==> src/rtl/kf2d_pkg.sv <==
// Shared types and constants of the 2-D position Kalman filter.
// Depends on nothing; used by kf2d_datapath, kf2d_ctrl, the top level and the checker.
package kf2d_pkg;

   localparam int FRAC_BITS_DEFAULT  = 16;
   localparam int WORD_WIDTH_DEFAULT = 32;

   localparam int CSR_INDEX_WIDTH = 3;
   localparam int CSR_DATA_WIDTH  = 32;

   localparam logic [CSR_INDEX_WIDTH-1:0] CSR_PROCESS_NOISE     = 3'd0;
   localparam logic [CSR_INDEX_WIDTH-1:0] CSR_MEASUREMENT_NOISE = 3'd1;
   localparam logic [CSR_INDEX_WIDTH-1:0] CSR_INITIAL_ERROR     = 3'd2;
   localparam logic [CSR_INDEX_WIDTH-1:0] CSR_INITIAL_X         = 3'd3;
   localparam logic [CSR_INDEX_WIDTH-1:0] CSR_INITIAL_Y         = 3'd4;
   localparam logic [CSR_INDEX_WIDTH-1:0] CSR_STEP_TIME         = 3'd5;

   localparam logic [30:0] PROCESS_NOISE_RESET     = 31'd6554;
   localparam logic [30:0] MEASUREMENT_NOISE_RESET = 31'd6554;
   localparam logic [30:0] INITIAL_ERROR_RESET     = 31'd65536;
   localparam logic [15:0] STEP_TIME_RESET         = 16'd6554;

   localparam logic OP_PREDICT = 1'b0;
   localparam logic OP_UPDATE  = 1'b1;

   typedef struct packed {
      logic              operation;
      logic signed [31:0] value_x;
      logic signed [31:0] value_y;
   } req_type;

   typedef struct packed {
      logic signed [31:0] estimate_x;
      logic signed [31:0] estimate_y;
      logic signed [31:0] variance_x;
      logic signed [31:0] variance_y;
      logic              singular;
   } rsp_type;

   // Names of the datapath registers that the sequencer addresses.
   typedef enum logic [4:0] {
      R_ZERO, R_T, R_U, R_S00, R_S11, R_A01, R_A10, R_DET,
      R_K0, R_K1, R_K2, R_K3, R_Y0, R_Y1, R_POS0, R_POS1,
      R_P0, R_P1, R_P2, R_P3, R_N0, R_N1, R_N2, R_N3,
      R_V0, R_V1, R_PN, R_RN, R_STEP
   } reg_name_type;

   typedef struct packed {
      logic         load;
      logic         alu_en;
      logic         alu_sub;
      logic         mul_start;
      logic         mul_step;
      logic         mul_wr;
      logic         div_start;
      logic         div_wr;
      logic         commit;
      logic         set_singular;
      logic         out_load;
      reg_name_type src_a;
      reg_name_type src_b;
      reg_name_type dst;
   } cmd_type;

   typedef struct packed {
      logic mul_done;
      logic div_done;
      logic det_zero;
   } status_type;

endpackage

==> src/rtl/kf2d_mul.sv <==
// Sequential signed multiplier with truncating shift and saturation.
// Depends on nothing beyond its parameters; used by kf2d_datapath.
module kf2d_mul #(
   parameter int W = 32,
   parameter int F = 16
) (
   input  logic                clock,
   input  logic                reset,
   input  logic                start,
   input  logic                shift16,
   input  logic signed [W-1:0] a,
   input  logic signed [W-1:0] b,
   output logic                done,
   output logic signed [W-1:0] result
);

   localparam int NCH = (W + 15) / 16;
   localparam int BW  = NCH * 16;
   localparam int AW  = W + BW;
   localparam int CW  = $clog2(NCH + 1);

   logic [W-1:0]  ua_ff;
   logic [BW-1:0] b_ff;
   logic [AW-1:0] acc_ff;
   logic          neg_ff;
   logic          sh16_ff;
   logic [CW-1:0] cnt_ff;
   logic          busy_ff;
   logic          fin_ff;
   logic          done_ff;
   logic signed [W-1:0] res_ff;

   logic [W-1:0]    ua_in;
   logic [W-1:0]    ub_in;
   logic [W+15:0]   partial;
   logic [AW-1:0]   acc_in;
   logic [AW-1:0]   shifted;
   logic [AW-1:0]   limit;
   logic [AW-1:0]   mag_sat;
   logic [W-1:0]    mag_w;

   assign ua_in   = a[W-1] ? (~a + W'(1)) : a;
   assign ub_in   = b[W-1] ? (~b + W'(1)) : b;
   assign partial = ua_ff * b_ff[BW-1 -: 16];
   assign acc_in  = (acc_ff << 16) + AW'(partial);
   assign shifted = sh16_ff ? (acc_ff >> 16) : (acc_ff >> F);
   assign limit   = AW'({(W-1){1'b1}}) + AW'(neg_ff);
   assign mag_sat = (shifted > limit) ? limit : shifted;
   assign mag_w   = mag_sat[W-1:0];

   always_ff @(posedge clock) begin
      if (reset) begin
         busy_ff <= 1'b0;
         fin_ff  <= 1'b0;
         done_ff <= 1'b0;
      end else begin
         done_ff <= 1'b0;
         if (start) begin
            busy_ff <= 1'b1;
            fin_ff  <= 1'b0;
         end else if (busy_ff && cnt_ff == CW'(NCH - 1)) begin
            busy_ff <= 1'b0;
            fin_ff  <= 1'b1;
         end else if (fin_ff) begin
            fin_ff  <= 1'b0;
            done_ff <= 1'b1;
         end
      end
   end

   always_ff @(posedge clock) begin
      if (start) begin
         ua_ff   <= ua_in;
         b_ff    <= BW'(ub_in);
         acc_ff  <= '0;
         neg_ff  <= a[W-1] ^ b[W-1];
         sh16_ff <= shift16;
         cnt_ff  <= '0;
      end else if (busy_ff) begin
         acc_ff <= acc_in;
         b_ff   <= b_ff << 16;
         cnt_ff <= cnt_ff + CW'(1);
      end
      if (fin_ff) begin
         res_ff <= neg_ff ? -$signed(mag_w) : $signed(mag_w);
      end
   end

   assign done   = done_ff;
   assign result = res_ff;

endmodule

==> src/rtl/kf2d_div.sv <==
// Restoring divider giving (n << F) / d, truncated toward zero and saturated.
// Depends on nothing beyond its parameters; used by kf2d_datapath.
module kf2d_div #(
   parameter int W = 32,
   parameter int F = 16
) (
   input  logic                clock,
   input  logic                reset,
   input  logic                start,
   input  logic signed [W-1:0] n,
   input  logic signed [W-1:0] d,
   output logic                done,
   output logic signed [W-1:0] result
);

   localparam int NW = W + F;
   localparam int CW = $clog2(NW + 1);

   logic [NW-1:0] num_ff;
   logic [NW-1:0] q_ff;
   logic [W-1:0]  ud_ff;
   logic [W:0]    rem_ff;
   logic          neg_ff;
   logic [CW-1:0] cnt_ff;
   logic          busy_ff;
   logic          fin_ff;
   logic          done_ff;
   logic signed [W-1:0] res_ff;

   logic [W-1:0]  un_in;
   logic [W-1:0]  ud_in;
   logic [W:0]    trial;
   logic          fits;
   logic [NW-1:0] limit;
   logic [NW-1:0] q_sat;
   logic [W-1:0]  q_w;

   assign un_in = n[W-1] ? (~n + W'(1)) : n;
   assign ud_in = d[W-1] ? (~d + W'(1)) : d;
   assign trial = {rem_ff[W-1:0], num_ff[NW-1]};
   assign fits  = (trial >= {1'b0, ud_ff});
   assign limit = NW'({(W-1){1'b1}}) + NW'(neg_ff);
   assign q_sat = (q_ff > limit) ? limit : q_ff;
   assign q_w   = q_sat[W-1:0];

   always_ff @(posedge clock) begin
      if (reset) begin
         busy_ff <= 1'b0;
         fin_ff  <= 1'b0;
         done_ff <= 1'b0;
      end else begin
         done_ff <= 1'b0;
         if (start) begin
            busy_ff <= 1'b1;
            fin_ff  <= 1'b0;
         end else if (busy_ff && cnt_ff == CW'(NW - 1)) begin
            busy_ff <= 1'b0;
            fin_ff  <= 1'b1;
         end else if (fin_ff) begin
            fin_ff  <= 1'b0;
            done_ff <= 1'b1;
         end
      end
   end

   always_ff @(posedge clock) begin
      if (start) begin
         num_ff <= {un_in, {F{1'b0}}};
         ud_ff  <= ud_in;
         rem_ff <= '0;
         q_ff   <= '0;
         neg_ff <= n[W-1] ^ d[W-1];
         cnt_ff <= '0;
      end else if (busy_ff) begin
         rem_ff <= fits ? (trial - {1'b0, ud_ff}) : trial;
         q_ff   <= {q_ff[NW-2:0], fits};
         num_ff <= num_ff << 1;
         cnt_ff <= cnt_ff + CW'(1);
      end
      if (fin_ff) begin
         res_ff <= neg_ff ? -$signed(q_w) : $signed(q_w);
      end
   end

   assign done   = done_ff;
   assign result = res_ff;

endmodule

==> src/rtl/kf2d_datapath.sv <==
// Datapath of the 2-D position Kalman filter: state, configuration, ALU,
// multiplier, divider and result register. Depends on kf2d_pkg, kf2d_mul, kf2d_div.
module kf2d_datapath #(
   parameter int W = kf2d_pkg::WORD_WIDTH_DEFAULT,
   parameter int F = kf2d_pkg::FRAC_BITS_DEFAULT
) (
   input  logic                                     clock,
   input  logic                                     reset,
   input  kf2d_pkg::cmd_type                        cmd,
   output kf2d_pkg::status_type                     status,
   input  kf2d_pkg::req_type                        req_data,
   input  logic                                     csr_write_enable,
   input  logic [kf2d_pkg::CSR_INDEX_WIDTH-1:0]     csr_index,
   input  logic [kf2d_pkg::CSR_DATA_WIDTH-1:0]      csr_data,
   output kf2d_pkg::rsp_type                        rsp_data
);

   localparam int EW = ((W > 32) ? W : 32) + 1;
   localparam logic signed [EW-1:0] WMAX_E = {{(EW-W+1){1'b0}}, {(W-1){1'b1}}};
   localparam logic signed [EW-1:0] WMIN_E = ~WMAX_E;
   localparam logic signed [EW-1:0] OMAX_E = {{(EW-31){1'b0}}, {31{1'b1}}};
   localparam logic signed [EW-1:0] OMIN_E = ~OMAX_E;

   function automatic logic signed [W-1:0] sat_w(input logic signed [EW-1:0] v);
      logic signed [W-1:0] r;
      if (v > WMAX_E)      r = WMAX_E[W-1:0];
      else if (v < WMIN_E) r = WMIN_E[W-1:0];
      else                 r = v[W-1:0];
      return r;
   endfunction

   function automatic logic signed [31:0] sat_out(input logic signed [W-1:0] v);
      logic signed [EW-1:0] e;
      logic signed [31:0]   r;
      e = EW'(v);
      if (e > OMAX_E)      r = OMAX_E[31:0];
      else if (e < OMIN_E) r = OMIN_E[31:0];
      else                 r = e[31:0];
      return r;
   endfunction

   // Configuration registers.
   logic signed [W-1:0] pn_ff, rn_ff, init_err_ff, init_x_ff, init_y_ff;
   logic [15:0]         step_ff;
   // Filter state.
   logic signed [W-1:0] pos0_ff, pos1_ff, p0_ff, p1_ff, p2_ff, p3_ff;
   // Working registers.
   logic signed [W-1:0] t_ff, u_ff, s00_ff, s11_ff, a01_ff, a10_ff, det_ff;
   logic signed [W-1:0] k0_ff, k1_ff, k2_ff, k3_ff, y0_ff, y1_ff;
   logic signed [W-1:0] n0_ff, n1_ff, n2_ff, n3_ff, v0_ff, v1_ff;
   logic                sing_ff;
   kf2d_pkg::rsp_type   rsp_ff;

   logic signed [W-1:0] init_err_in, init_x_in, init_y_in;
   logic                reseed;
   logic signed [W-1:0] opa, opb, alu_res, mul_res, div_res, wr_data;
   logic signed [EW-1:0] alu_sum;
   logic                wr_en, mul_done, div_done;

   function automatic logic signed [W-1:0] operand(input kf2d_pkg::reg_name_type r,
         input logic signed [W-1:0] t, u, s00, s11, a01, a10, det, k0, k1, k2, k3,
         input logic signed [W-1:0] y0, y1, ps0, ps1, p0, p1, p2, p3,
         input logic signed [W-1:0] v0, v1, pn, rn, st);
      logic signed [W-1:0] o;
      case (r)
         kf2d_pkg::R_T:    o = t;
         kf2d_pkg::R_U:    o = u;
         kf2d_pkg::R_S00:  o = s00;
         kf2d_pkg::R_S11:  o = s11;
         kf2d_pkg::R_A01:  o = a01;
         kf2d_pkg::R_A10:  o = a10;
         kf2d_pkg::R_DET:  o = det;
         kf2d_pkg::R_K0:   o = k0;
         kf2d_pkg::R_K1:   o = k1;
         kf2d_pkg::R_K2:   o = k2;
         kf2d_pkg::R_K3:   o = k3;
         kf2d_pkg::R_Y0:   o = y0;
         kf2d_pkg::R_Y1:   o = y1;
         kf2d_pkg::R_POS0: o = ps0;
         kf2d_pkg::R_POS1: o = ps1;
         kf2d_pkg::R_P0:   o = p0;
         kf2d_pkg::R_P1:   o = p1;
         kf2d_pkg::R_P2:   o = p2;
         kf2d_pkg::R_P3:   o = p3;
         kf2d_pkg::R_V0:   o = v0;
         kf2d_pkg::R_V1:   o = v1;
         kf2d_pkg::R_PN:   o = pn;
         kf2d_pkg::R_RN:   o = rn;
         kf2d_pkg::R_STEP: o = st;
         default:          o = '0;
      endcase
      return o;
   endfunction

   logic signed [W-1:0] step_w;
   assign step_w = $signed({{(W-16){1'b0}}, step_ff});

   assign opa = operand(cmd.src_a, t_ff, u_ff, s00_ff, s11_ff, a01_ff, a10_ff, det_ff,
                        k0_ff, k1_ff, k2_ff, k3_ff, y0_ff, y1_ff, pos0_ff, pos1_ff,
                        p0_ff, p1_ff, p2_ff, p3_ff, v0_ff, v1_ff, pn_ff, rn_ff, step_w);
   assign opb = operand(cmd.src_b, t_ff, u_ff, s00_ff, s11_ff, a01_ff, a10_ff, det_ff,
                        k0_ff, k1_ff, k2_ff, k3_ff, y0_ff, y1_ff, pos0_ff, pos1_ff,
                        p0_ff, p1_ff, p2_ff, p3_ff, v0_ff, v1_ff, pn_ff, rn_ff, step_w);

   assign alu_sum = cmd.alu_sub ? (EW'(opa) - EW'(opb)) : (EW'(opa) + EW'(opb));
   assign alu_res = sat_w(alu_sum);

   kf2d_mul #(.W(W), .F(F)) u_mul (
      .clock   (clock),
      .reset   (reset),
      .start   (cmd.mul_start),
      .shift16 (cmd.mul_step),
      .a       (opa),
      .b       (opb),
      .done    (mul_done),
      .result  (mul_res)
   );

   kf2d_div #(.W(W), .F(F)) u_div (
      .clock  (clock),
      .reset  (reset),
      .start  (cmd.div_start),
      .n      (opa),
      .d      (det_ff),
      .done   (div_done),
      .result (div_res)
   );

   assign wr_en   = cmd.alu_en | cmd.mul_wr | cmd.div_wr;
   assign wr_data = cmd.alu_en ? alu_res : (cmd.mul_wr ? mul_res : div_res);

   // New initial values take effect in the same cycle as the reseed.
   always_comb begin
      init_err_in = init_err_ff;
      init_x_in   = init_x_ff;
      init_y_in   = init_y_ff;
      reseed      = 1'b0;
      if (csr_write_enable) begin
         unique case (csr_index)
            kf2d_pkg::CSR_INITIAL_ERROR: begin
               init_err_in = sat_w(EW'({1'b0, csr_data[30:0]}));
               reseed      = 1'b1;
            end
            kf2d_pkg::CSR_INITIAL_X: begin
               init_x_in = sat_w(EW'($signed(csr_data)));
               reseed    = 1'b1;
            end
            kf2d_pkg::CSR_INITIAL_Y: begin
               init_y_in = sat_w(EW'($signed(csr_data)));
               reseed    = 1'b1;
            end
            default: begin
            end
         endcase
      end
   end

   always_ff @(posedge clock) begin
      if (reset) begin
         pn_ff       <= sat_w(EW'({1'b0, kf2d_pkg::PROCESS_NOISE_RESET}));
         rn_ff       <= sat_w(EW'({1'b0, kf2d_pkg::MEASUREMENT_NOISE_RESET}));
         init_err_ff <= sat_w(EW'({1'b0, kf2d_pkg::INITIAL_ERROR_RESET}));
         init_x_ff   <= '0;
         init_y_ff   <= '0;
         step_ff     <= kf2d_pkg::STEP_TIME_RESET;
         pos0_ff     <= '0;
         pos1_ff     <= '0;
         p0_ff       <= sat_w(EW'({1'b0, kf2d_pkg::INITIAL_ERROR_RESET}));
         p1_ff       <= '0;
         p2_ff       <= '0;
         p3_ff       <= sat_w(EW'({1'b0, kf2d_pkg::INITIAL_ERROR_RESET}));
         sing_ff     <= 1'b0;
      end else begin
         init_err_ff <= init_err_in;
         init_x_ff   <= init_x_in;
         init_y_ff   <= init_y_in;
         if (csr_write_enable && csr_index == kf2d_pkg::CSR_PROCESS_NOISE) begin
            pn_ff <= sat_w(EW'({1'b0, csr_data[30:0]}));
         end
         if (csr_write_enable && csr_index == kf2d_pkg::CSR_MEASUREMENT_NOISE) begin
            rn_ff <= sat_w(EW'({1'b0, csr_data[30:0]}));
         end
         if (csr_write_enable && csr_index == kf2d_pkg::CSR_STEP_TIME) begin
            step_ff <= csr_data[15:0];
         end
         if (reseed) begin
            pos0_ff <= init_x_in;
            pos1_ff <= init_y_in;
            p0_ff   <= init_err_in;
            p1_ff   <= '0;
            p2_ff   <= '0;
            p3_ff   <= init_err_in;
         end else if (cmd.commit) begin
            p0_ff <= n0_ff;
            p1_ff <= n1_ff;
            p2_ff <= n2_ff;
            p3_ff <= n3_ff;
         end else if (wr_en) begin
            case (cmd.dst)
               kf2d_pkg::R_POS0: pos0_ff <= wr_data;
               kf2d_pkg::R_POS1: pos1_ff <= wr_data;
               kf2d_pkg::R_P0:   p0_ff   <= wr_data;
               kf2d_pkg::R_P3:   p3_ff   <= wr_data;
               default: begin
               end
            endcase
         end
         if (cmd.load) begin
            sing_ff <= 1'b0;
         end else if (cmd.set_singular) begin
            sing_ff <= 1'b1;
         end
      end
   end

   always_ff @(posedge clock) begin
      if (cmd.load) begin
         v0_ff <= sat_w(EW'(req_data.value_x));
         v1_ff <= sat_w(EW'(req_data.value_y));
      end
      if (wr_en) begin
         case (cmd.dst)
            kf2d_pkg::R_T:   t_ff   <= wr_data;
            kf2d_pkg::R_U:   u_ff   <= wr_data;
            kf2d_pkg::R_S00: s00_ff <= wr_data;
            kf2d_pkg::R_S11: s11_ff <= wr_data;
            kf2d_pkg::R_A01: a01_ff <= wr_data;
            kf2d_pkg::R_A10: a10_ff <= wr_data;
            kf2d_pkg::R_DET: det_ff <= wr_data;
            kf2d_pkg::R_K0:  k0_ff  <= wr_data;
            kf2d_pkg::R_K1:  k1_ff  <= wr_data;
            kf2d_pkg::R_K2:  k2_ff  <= wr_data;
            kf2d_pkg::R_K3:  k3_ff  <= wr_data;
            kf2d_pkg::R_Y0:  y0_ff  <= wr_data;
            kf2d_pkg::R_Y1:  y1_ff  <= wr_data;
            kf2d_pkg::R_N0:  n0_ff  <= wr_data;
            kf2d_pkg::R_N1:  n1_ff  <= wr_data;
            kf2d_pkg::R_N2:  n2_ff  <= wr_data;
            kf2d_pkg::R_N3:  n3_ff  <= wr_data;
            default: begin
            end
         endcase
      end
      if (cmd.out_load) begin
         rsp_ff.estimate_x <= sat_out(pos0_ff);
         rsp_ff.estimate_y <= sat_out(pos1_ff);
         rsp_ff.variance_x <= sat_out(p0_ff);
         rsp_ff.variance_y <= sat_out(p3_ff);
         rsp_ff.singular   <= sing_ff;
      end
   end

   assign status.mul_done = mul_done;
   assign status.div_done = div_done;
   assign status.det_zero = (det_ff == '0);
   assign rsp_data        = rsp_ff;

endmodule

==> src/rtl/kf2d_ctrl.sv <==
// Sequencer of the 2-D position Kalman filter: handshakes and micro-program.
// Depends on kf2d_pkg.
module kf2d_ctrl (
   input  logic                 clock,
   input  logic                 reset,
   input  logic                 req_valid,
   input  logic                 req_operation,
   output logic                 req_ready,
   output logic                 rsp_valid,
   input  logic                 rsp_ready,
   output kf2d_pkg::cmd_type    cmd,
   input  kf2d_pkg::status_type status
);

   typedef enum logic [2:0] {
      S_IDLE, S_ISSUE, S_WAIT_MUL, S_WAIT_DIV, S_FINISH
   } state_type;

   typedef enum logic [2:0] {
      I_ADD, I_SUB, I_MUL, I_MULS, I_DIV, I_BRZ, I_COMMIT, I_END
   } kind_type;

   typedef struct packed {
      kind_type               kind;
      kf2d_pkg::reg_name_type a;
      kf2d_pkg::reg_name_type b;
      kf2d_pkg::reg_name_type d;
   } instr_type;

   localparam logic [5:0] PC_PREDICT = 6'd0;
   localparam logic [5:0] PC_UPDATE  = 6'd7;

   function automatic instr_type mk(input kind_type k, input kf2d_pkg::reg_name_type a,
                                    input kf2d_pkg::reg_name_type b,
                                    input kf2d_pkg::reg_name_type d);
      instr_type i;
      i.kind = k;
      i.a    = a;
      i.b    = b;
      i.d    = d;
      return i;
   endfunction

   function automatic instr_type program_rom(input logic [5:0] pc);
      instr_type i;
      unique case (pc)
         // Predict: position += velocity * step, diagonal += process noise.
         6'd0:  i = mk(I_MULS, kf2d_pkg::R_V0, kf2d_pkg::R_STEP, kf2d_pkg::R_T);
         6'd1:  i = mk(I_ADD, kf2d_pkg::R_POS0, kf2d_pkg::R_T, kf2d_pkg::R_POS0);
         6'd2:  i = mk(I_MULS, kf2d_pkg::R_V1, kf2d_pkg::R_STEP, kf2d_pkg::R_T);
         6'd3:  i = mk(I_ADD, kf2d_pkg::R_POS1, kf2d_pkg::R_T, kf2d_pkg::R_POS1);
         6'd4:  i = mk(I_ADD, kf2d_pkg::R_P0, kf2d_pkg::R_PN, kf2d_pkg::R_P0);
         6'd5:  i = mk(I_ADD, kf2d_pkg::R_P3, kf2d_pkg::R_PN, kf2d_pkg::R_P3);
         6'd6:  i = mk(I_END, kf2d_pkg::R_ZERO, kf2d_pkg::R_ZERO, kf2d_pkg::R_ZERO);
         // Update: residual covariance, its determinant and adjugate.
         6'd7:  i = mk(I_ADD, kf2d_pkg::R_P0, kf2d_pkg::R_RN, kf2d_pkg::R_S00);
         6'd8:  i = mk(I_ADD, kf2d_pkg::R_P3, kf2d_pkg::R_RN, kf2d_pkg::R_S11);
         6'd9:  i = mk(I_SUB, kf2d_pkg::R_ZERO, kf2d_pkg::R_P1, kf2d_pkg::R_A01);
         6'd10: i = mk(I_SUB, kf2d_pkg::R_ZERO, kf2d_pkg::R_P2, kf2d_pkg::R_A10);
         6'd11: i = mk(I_MUL, kf2d_pkg::R_S00, kf2d_pkg::R_S11, kf2d_pkg::R_T);
         6'd12: i = mk(I_MUL, kf2d_pkg::R_P1, kf2d_pkg::R_P2, kf2d_pkg::R_U);
         6'd13: i = mk(I_SUB, kf2d_pkg::R_T, kf2d_pkg::R_U, kf2d_pkg::R_DET);
         6'd14: i = mk(I_BRZ, kf2d_pkg::R_ZERO, kf2d_pkg::R_ZERO, kf2d_pkg::R_ZERO);
         // Gain entries.
         6'd15: i = mk(I_MUL, kf2d_pkg::R_P0, kf2d_pkg::R_S11, kf2d_pkg::R_T);
         6'd16: i = mk(I_MUL, kf2d_pkg::R_P1, kf2d_pkg::R_A10, kf2d_pkg::R_U);
         6'd17: i = mk(I_ADD, kf2d_pkg::R_T, kf2d_pkg::R_U, kf2d_pkg::R_T);
         6'd18: i = mk(I_DIV, kf2d_pkg::R_T, kf2d_pkg::R_ZERO, kf2d_pkg::R_K0);
         6'd19: i = mk(I_MUL, kf2d_pkg::R_P0, kf2d_pkg::R_A01, kf2d_pkg::R_T);
         6'd20: i = mk(I_MUL, kf2d_pkg::R_P1, kf2d_pkg::R_S00, kf2d_pkg::R_U);
         6'd21: i = mk(I_ADD, kf2d_pkg::R_T, kf2d_pkg::R_U, kf2d_pkg::R_T);
         6'd22: i = mk(I_DIV, kf2d_pkg::R_T, kf2d_pkg::R_ZERO, kf2d_pkg::R_K1);
         6'd23: i = mk(I_MUL, kf2d_pkg::R_P2, kf2d_pkg::R_S11, kf2d_pkg::R_T);
         6'd24: i = mk(I_MUL, kf2d_pkg::R_P3, kf2d_pkg::R_A10, kf2d_pkg::R_U);
         6'd25: i = mk(I_ADD, kf2d_pkg::R_T, kf2d_pkg::R_U, kf2d_pkg::R_T);
         6'd26: i = mk(I_DIV, kf2d_pkg::R_T, kf2d_pkg::R_ZERO, kf2d_pkg::R_K2);
         6'd27: i = mk(I_MUL, kf2d_pkg::R_P2, kf2d_pkg::R_A01, kf2d_pkg::R_T);
         6'd28: i = mk(I_MUL, kf2d_pkg::R_P3, kf2d_pkg::R_S00, kf2d_pkg::R_U);
         6'd29: i = mk(I_ADD, kf2d_pkg::R_T, kf2d_pkg::R_U, kf2d_pkg::R_T);
         6'd30: i = mk(I_DIV, kf2d_pkg::R_T, kf2d_pkg::R_ZERO, kf2d_pkg::R_K3);
         // Innovation and position correction.
         6'd31: i = mk(I_SUB, kf2d_pkg::R_V0, kf2d_pkg::R_POS0, kf2d_pkg::R_Y0);
         6'd32: i = mk(I_SUB, kf2d_pkg::R_V1, kf2d_pkg::R_POS1, kf2d_pkg::R_Y1);
         6'd33: i = mk(I_MUL, kf2d_pkg::R_K0, kf2d_pkg::R_Y0, kf2d_pkg::R_T);
         6'd34: i = mk(I_MUL, kf2d_pkg::R_K1, kf2d_pkg::R_Y1, kf2d_pkg::R_U);
         6'd35: i = mk(I_ADD, kf2d_pkg::R_T, kf2d_pkg::R_U, kf2d_pkg::R_T);
         6'd36: i = mk(I_ADD, kf2d_pkg::R_POS0, kf2d_pkg::R_T, kf2d_pkg::R_POS0);
         6'd37: i = mk(I_MUL, kf2d_pkg::R_K2, kf2d_pkg::R_Y0, kf2d_pkg::R_T);
         6'd38: i = mk(I_MUL, kf2d_pkg::R_K3, kf2d_pkg::R_Y1, kf2d_pkg::R_U);
         6'd39: i = mk(I_ADD, kf2d_pkg::R_T, kf2d_pkg::R_U, kf2d_pkg::R_T);
         6'd40: i = mk(I_ADD, kf2d_pkg::R_POS1, kf2d_pkg::R_T, kf2d_pkg::R_POS1);
         // Covariance correction into the shadow registers, then commit.
         6'd41: i = mk(I_MUL, kf2d_pkg::R_K0, kf2d_pkg::R_P0, kf2d_pkg::R_T);
         6'd42: i = mk(I_MUL, kf2d_pkg::R_K1, kf2d_pkg::R_P2, kf2d_pkg::R_U);
         6'd43: i = mk(I_ADD, kf2d_pkg::R_T, kf2d_pkg::R_U, kf2d_pkg::R_T);
         6'd44: i = mk(I_SUB, kf2d_pkg::R_P0, kf2d_pkg::R_T, kf2d_pkg::R_N0);
         6'd45: i = mk(I_MUL, kf2d_pkg::R_K0, kf2d_pkg::R_P1, kf2d_pkg::R_T);
         6'd46: i = mk(I_MUL, kf2d_pkg::R_K1, kf2d_pkg::R_P3, kf2d_pkg::R_U);
         6'd47: i = mk(I_ADD, kf2d_pkg::R_T, kf2d_pkg::R_U, kf2d_pkg::R_T);
         6'd48: i = mk(I_SUB, kf2d_pkg::R_P1, kf2d_pkg::R_T, kf2d_pkg::R_N1);
         6'd49: i = mk(I_MUL, kf2d_pkg::R_K2, kf2d_pkg::R_P0, kf2d_pkg::R_T);
         6'd50: i = mk(I_MUL, kf2d_pkg::R_K3, kf2d_pkg::R_P2, kf2d_pkg::R_U);
         6'd51: i = mk(I_ADD, kf2d_pkg::R_T, kf2d_pkg::R_U, kf2d_pkg::R_T);
         6'd52: i = mk(I_SUB, kf2d_pkg::R_P2, kf2d_pkg::R_T, kf2d_pkg::R_N2);
         6'd53: i = mk(I_MUL, kf2d_pkg::R_K2, kf2d_pkg::R_P1, kf2d_pkg::R_T);
         6'd54: i = mk(I_MUL, kf2d_pkg::R_K3, kf2d_pkg::R_P3, kf2d_pkg::R_U);
         6'd55: i = mk(I_ADD, kf2d_pkg::R_T, kf2d_pkg::R_U, kf2d_pkg::R_T);
         6'd56: i = mk(I_SUB, kf2d_pkg::R_P3, kf2d_pkg::R_T, kf2d_pkg::R_N3);
         6'd57: i = mk(I_COMMIT, kf2d_pkg::R_ZERO, kf2d_pkg::R_ZERO, kf2d_pkg::R_ZERO);
         default: i = mk(I_END, kf2d_pkg::R_ZERO, kf2d_pkg::R_ZERO, kf2d_pkg::R_ZERO);
      endcase
      return i;
   endfunction

   state_type  state_ff, state_in;
   logic [5:0] pc_ff, pc_in;
   logic       rsp_valid_ff, rsp_valid_in;
   instr_type  instr;

   always_comb begin
      instr          = program_rom(pc_ff);
      state_in       = state_ff;
      pc_in          = pc_ff;
      req_ready      = 1'b0;
      cmd            = '0;
      cmd.src_a      = instr.a;
      cmd.src_b      = instr.b;
      cmd.dst        = instr.d;
      unique case (state_ff)
         S_IDLE: begin
            req_ready = 1'b1;
            if (req_valid) begin
               cmd.load = 1'b1;
               pc_in    = (req_operation == kf2d_pkg::OP_UPDATE) ? PC_UPDATE : PC_PREDICT;
               state_in = S_ISSUE;
            end
         end
         S_ISSUE: begin
            unique case (instr.kind)
               I_ADD, I_SUB: begin
                  cmd.alu_en  = 1'b1;
                  cmd.alu_sub = (instr.kind == I_SUB);
                  pc_in       = pc_ff + 6'd1;
               end
               I_MUL, I_MULS: begin
                  cmd.mul_start = 1'b1;
                  cmd.mul_step  = (instr.kind == I_MULS);
                  state_in      = S_WAIT_MUL;
               end
               I_DIV: begin
                  cmd.div_start = 1'b1;
                  state_in      = S_WAIT_DIV;
               end
               I_BRZ: begin
                  if (status.det_zero) begin
                     cmd.set_singular = 1'b1;
                     state_in         = S_FINISH;
                  end else begin
                     pc_in = pc_ff + 6'd1;
                  end
               end
               I_COMMIT: begin
                  cmd.commit = 1'b1;
                  pc_in      = pc_ff + 6'd1;
               end
               I_END: begin
                  state_in = S_FINISH;
               end
            endcase
         end
         S_WAIT_MUL: begin
            if (status.mul_done) begin
               cmd.mul_wr = 1'b1;
               pc_in      = pc_ff + 6'd1;
               state_in   = S_ISSUE;
            end
         end
         S_WAIT_DIV: begin
            if (status.div_done) begin
               cmd.div_wr = 1'b1;
               pc_in      = pc_ff + 6'd1;
               state_in   = S_ISSUE;
            end
         end
         S_FINISH: begin
            if (!rsp_valid_ff || rsp_ready) begin
               cmd.out_load = 1'b1;
               state_in     = S_IDLE;
            end
         end
         default: begin
            state_in = S_IDLE;
         end
      endcase
      rsp_valid_in = cmd.out_load | (rsp_valid_ff & ~rsp_ready);
   end

   always_ff @(posedge clock) begin
      if (reset) begin
         state_ff     <= S_IDLE;
         pc_ff        <= PC_PREDICT;
         rsp_valid_ff <= 1'b0;
      end else begin
         state_ff     <= state_in;
         pc_ff        <= pc_in;
         rsp_valid_ff <= rsp_valid_in;
      end
   end

   assign rsp_valid = rsp_valid_ff;

endmodule

==> src/rtl/kalman_filter_2d_position.sv <==
// Top level of the 2-D position Kalman filter in signed fixed point.
// Depends on kf2d_pkg, kf2d_ctrl and kf2d_datapath.
//
//   Channel   Direction  Handshake            Payload
//   req_      in         req_valid/req_ready  req_data (operation, value_x, value_y)
//   rsp_      out        rsp_valid/rsp_ready  rsp_data (estimates, variances, singular)
//   csr_      in         csr_write_enable     csr_index, csr_data
//
// One item is worked on at a time by a micro-programmed sequencer driving one shared
// multiplier and one shared divider. Each multiply or divide is issued, run until done
// and written back before the next step; a division gives one quotient bit per cycle.
// The four gain divisions take up most of an update, and an update that finds a zero
// determinant stops at that check and returns its result with the singular flag set.
// Reset is synchronous and active high; it restores the register defaults and seeds
// the state from them. A finished result waits in the output register, so the next
// transfer is accepted while it is stalled; a further result then waits for it.
module kalman_filter_2d_position #(
   parameter int FRAC_BITS  = kf2d_pkg::FRAC_BITS_DEFAULT,
   parameter int WORD_WIDTH = kf2d_pkg::WORD_WIDTH_DEFAULT
) (
   input  logic                                  clock,
   input  logic                                  reset,
   input  logic                                  req_valid,
   output logic                                  req_ready,
   input  kf2d_pkg::req_type                     req_data,
   output logic                                  rsp_valid,
   input  logic                                  rsp_ready,
   output kf2d_pkg::rsp_type                     rsp_data,
   input  logic                                  csr_write_enable,
   input  logic [kf2d_pkg::CSR_INDEX_WIDTH-1:0]  csr_index,
   input  logic [kf2d_pkg::CSR_DATA_WIDTH-1:0]   csr_data
);

   // Commands from the sequencer and the flags it branches and waits on.
   kf2d_pkg::cmd_type    cmd;
   kf2d_pkg::status_type status;

   kf2d_ctrl u_ctrl (
      .clock         (clock),
      .reset         (reset),
      .req_valid     (req_valid),
      .req_operation (req_data.operation),
      .req_ready     (req_ready),
      .rsp_valid     (rsp_valid),
      .rsp_ready     (rsp_ready),
      .cmd           (cmd),
      .status        (status)
   );

   // Configuration writes go to the datapath unchecked; make them only while idle.
   kf2d_datapath #(.W(WORD_WIDTH), .F(FRAC_BITS)) u_datapath (
      .clock            (clock),
      .reset            (reset),
      .cmd              (cmd),
      .status           (status),
      .req_data         (req_data),
      .csr_write_enable (csr_write_enable),
      .csr_index        (csr_index),
      .csr_data         (csr_data),
      .rsp_data         (rsp_data)
   );

endmodule

==> config.mk <==
export PLATFORM = sky130hd
export DESIGN_NAME = kalman_filter_2d_position
export DESIGN_NICKNAME = d
export VERILOG_FILES = /design/src/rtl/kf2d_pkg.sv /design/src/rtl/kf2d_mul.sv /design/src/rtl/kf2d_div.sv /design/src/rtl/kf2d_datapath.sv /design/src/rtl/kf2d_ctrl.sv /design/src/rtl/kalman_filter_2d_position.sv
export SDC_FILE = /design/constraint.sdc
export NUM_CORES = 2
export LEC_CHECK = 0
export ABC_CLOCK_PERIOD_IN_PS = 6500
export BUFFER_PORTS_ARGS = -buffer_cell sky130_fd_sc_hd__buf_4
export CAP_MARGIN = 20
export CORE_AREA = 2 2 537 539
export CTS_BUF_LIST = sky130_fd_sc_hd__clkbuf_16
export DETAILED_ROUTE_END_ITERATION = 10
export DIE_AREA = 0 0 539 541
export GPL_TIMING_DRIVEN = 0
export SLEW_MARGIN = 0
export SYNTH_ARGS = -nofsm -noshare
export SYNTH_HDL_FRONTEND = slang
export SYNTH_SLANG_ARGS = --single-unit
==> constraint.sdc <==
create_clock -name clock -period 6.5 [get_ports clock]
set_clock_uncertainty 0.2 [all_clocks]
set_input_delay 0.65 -clock clock [delete_from_list [all_inputs] [get_ports clock]]
set_output_delay 0.65 -clock clock [all_outputs]
set_load 0.005 [all_outputs]
==> reports/results.ini <==
[clocking]
cts_tree = done
clockBufferDepth = 4
ctsHtreeMaxLevel = 4
cts_root_buf = clkbuf_16
cts.sinks = 1484
clkLatencyLatePin_ns = 0.92
cts_buffers = 178
path_clk_slew_ns = 0.06

[synthesis]
synth-async-reset-ratio = 0
yosys_warnings = 0
synth.top_cell.area_share = 0.3169
synth-edff-count = 931
synth-seq-cells = 1484
yosysUniqueCellTypes = 92
synth_largest_area_cell = edfxtp_1
syn-instance-count = 8997
synth_fp_nets = 9834
synth-main-ff-cell = edfxtp_1
syn_area_sq_um = 88230
netlist_top_cells_area = edfxtp_1 32%, dfxtp_1 13%, fa_1 10%
synth_area_per_cell_sq_um = 9.807
yosysSeqAreaShare = 0.4423

[layout]
largest_register_ffs = 129
multi_input_area_sq_um = 46450
syn_to_final_growth_pct = 26.55
fillerInstances = 28195
seq_area_sq_um = 39040
layout_common_cells = 1045 x nand2_1, 931 x edfxtp_1, 607 x inv_1
final_util = 0.3899
layout_commonest_cell = nand2_1
final_cell_area_sq_um = 111700
nNetsFinal = 10743
drive_gt1_frac = 0.1645

[grt]
met2_usage = 0.5156
grt_pass1_wl_microns = 671400
grt_use_total = 0.3341
use_met1 = 0.3904
grtUsageMet3 = 0.09753
grt_pass1_vias = 78842
grt_antenna_before_repair = 68
grt_start_max_net_pins = 43
grt_overflow = 0
grt.busiest_layer = met2

[routing]
routed_wl_microns = 505400
drc = 1
firstDrtPassIters = 8
via_count = 82105
drtAntennaViolNets = 0
wl_per_cell_microns = 36.39
drtIter0Drc = 10969
routed_via_density = 5.913

[placement]
gp_congestion = 1.033
dp.final_hpwl_microns = 388600
dpl_cell_area_sq_um = 97590
io_buffers = 171

[floorplanning]
rows = 197
design.core.area_sq_um = 286400
dieArea_sq_um = 291600
dieHeight_microns = 541
initial_core_util = 0.3081
die_x_microns = 539
io_pins = 236

[critical_path]
slowest_delay_ns = 0.54
cp_slowest_cell = or4_4
cp_max_fo = 17
required_ns = 6.87
critPathArrivalTime_ns = 8.03
worstSetupPathType = reg2reg
cp-end-kind = flop
crit_top_cell = buf_12
cp-start-kind = flop

[timing]
worst_slack_ns = -1.162
max_freq_ghz = 0.1305
slew_viol_final = 0
slew_headroom = 0.1176
rsz0062_at_grt = true
post-route-period-util = 1.179
tightest_slew_ns = 1.324
setup_viol = 715
hold_viol_final = 0
min_period_ns = 7.662

[status]
violations = DRC, setup timing
status = finished, violations left

[hold_path]
hp-class = in2reg

[job]
drv_cap = 0

logic make-up (layout without fill, tap and decap cells):
kind of cell | after synthesis | after routing | share of synthesized area
buffers and inverters | 1401 | 2458 | 0.06058
adder cells (fa/ha/maj) | 732 | 732 | 0.1423
AND/OR/NAND/NOR | 3040 | 3040 | 0.1638
multiplexers | 237 | 237 | 0.02735
other | 0 | 51 | 0
AO/OA/AOI/OAI | 1867 | 1867 | 0.1402
flip-flops | 1484 | 1484 | 0.4423
XOR/XNOR | 236 | 236 | 0.02343
repair_timing:
| action | 4_1_cts | 5_1_grt |
|---|---|---|
| setup buffers | 154 | 153 |
| endpoints found under the hold margin | 190 | 0 |
| endpoints found under the setup margin | 825 | 733 |
| pin swaps | 71 | 174 |
| hold buffers | 98 | 0 |
| gates cloned | 7 | 8 |
| gates resized for setup | 710 | 463 |
routing by layer:
layer / routed length [microns] / up-vias
met3: 54020 / 1698
met4: 48890 / 26
li1: - / 33730
met5: 187 / -
met1: 182400 / 41199
met2: 219900 / 5452
final cells by class:
| class | instances | area share |
|---|---|---|
| Buffer | 757 | 0.04250 |
| Clock buffer | 184 | 0.04124 |
| Timing Repair Buffer | 751 | 0.07218 |
| Multi-Input combinational cell | 6112 | 0.4160 |
| Tap cell | 3781 | 0.04237 |
| Clock inverter | 144 | 0.01283 |
| Timing Repair inverter | 1 | 0.00005603 |
| Inverter | 621 | 0.02202 |
| Sequential cell | 1484 | 0.3497 |
| Antenna cell | 51 | 0.001143 |
per-stage QoR:
step | std cells | TNS (ns) | setup WS (ns) | hold WS (ns)
3_3_place_gp | 12949 | -5620.89 | -6.774 | 0.2597
2_1_floorplan | 8997 | -0.05311 | -0.02021 | 0.2090
6_report | 13886 | -691.78 | -1.162 | 0.1625
5_1_grt | 13854 | -780.92 | -1.258 | 0.1997
3_5_place_dp | 13108 | -3122.93 | -4.972 | 0.2660
4_1_cts | 13682 | -586.52 | -1.221 | 0.1024
synth_stat cells (238+ instances only):
cell type	number
a21oi_1	532
a22oi_1	418
clkbuf_1	666
dfxtp_1	553
edfxtp_1	931
fa_1	452
ha_1	280
inv_1	617
nand2_1	1077
nand3_1	382
nor2_1	609
o21ai_0	238
worst paths after layout:
path	from	end	slack, ns	cells after the start
worst min register to register	u_datapath.p2_ff[14]$_SDFFE_PP0P_	u_datapath.p2_ff[14]$_SDFFE_PP0P_	0.27	2
worst max-delay path	u_ctrl.instr[6]$_DFF_P_	u_datapath.k3_ff[5]$_DFFE_PP_	-1.16	32
worst min-delay path	csr_write_enable	u_datapath.pn_ff[30]$_SDFFE_PP0P_	0.16	5
worst max register to register	u_ctrl.instr[6]$_DFF_P_	u_datapath.k3_ff[5]$_DFFE_PP_	-1.16	32
critical path: cells and delay by family (launching register included):
family	cells	cell delay, ns
fa+ha+maj	1	0.38
compound gates	3	0.28
mux	1	0.17
xor+xnor	1	0.08
simple gates	14	3.88
buf+inv	12	1.92
flops	1	0.38
Power is not shown: default switching activity piles up to over one toggle a cycle in this logic, so the estimate is an artifact.
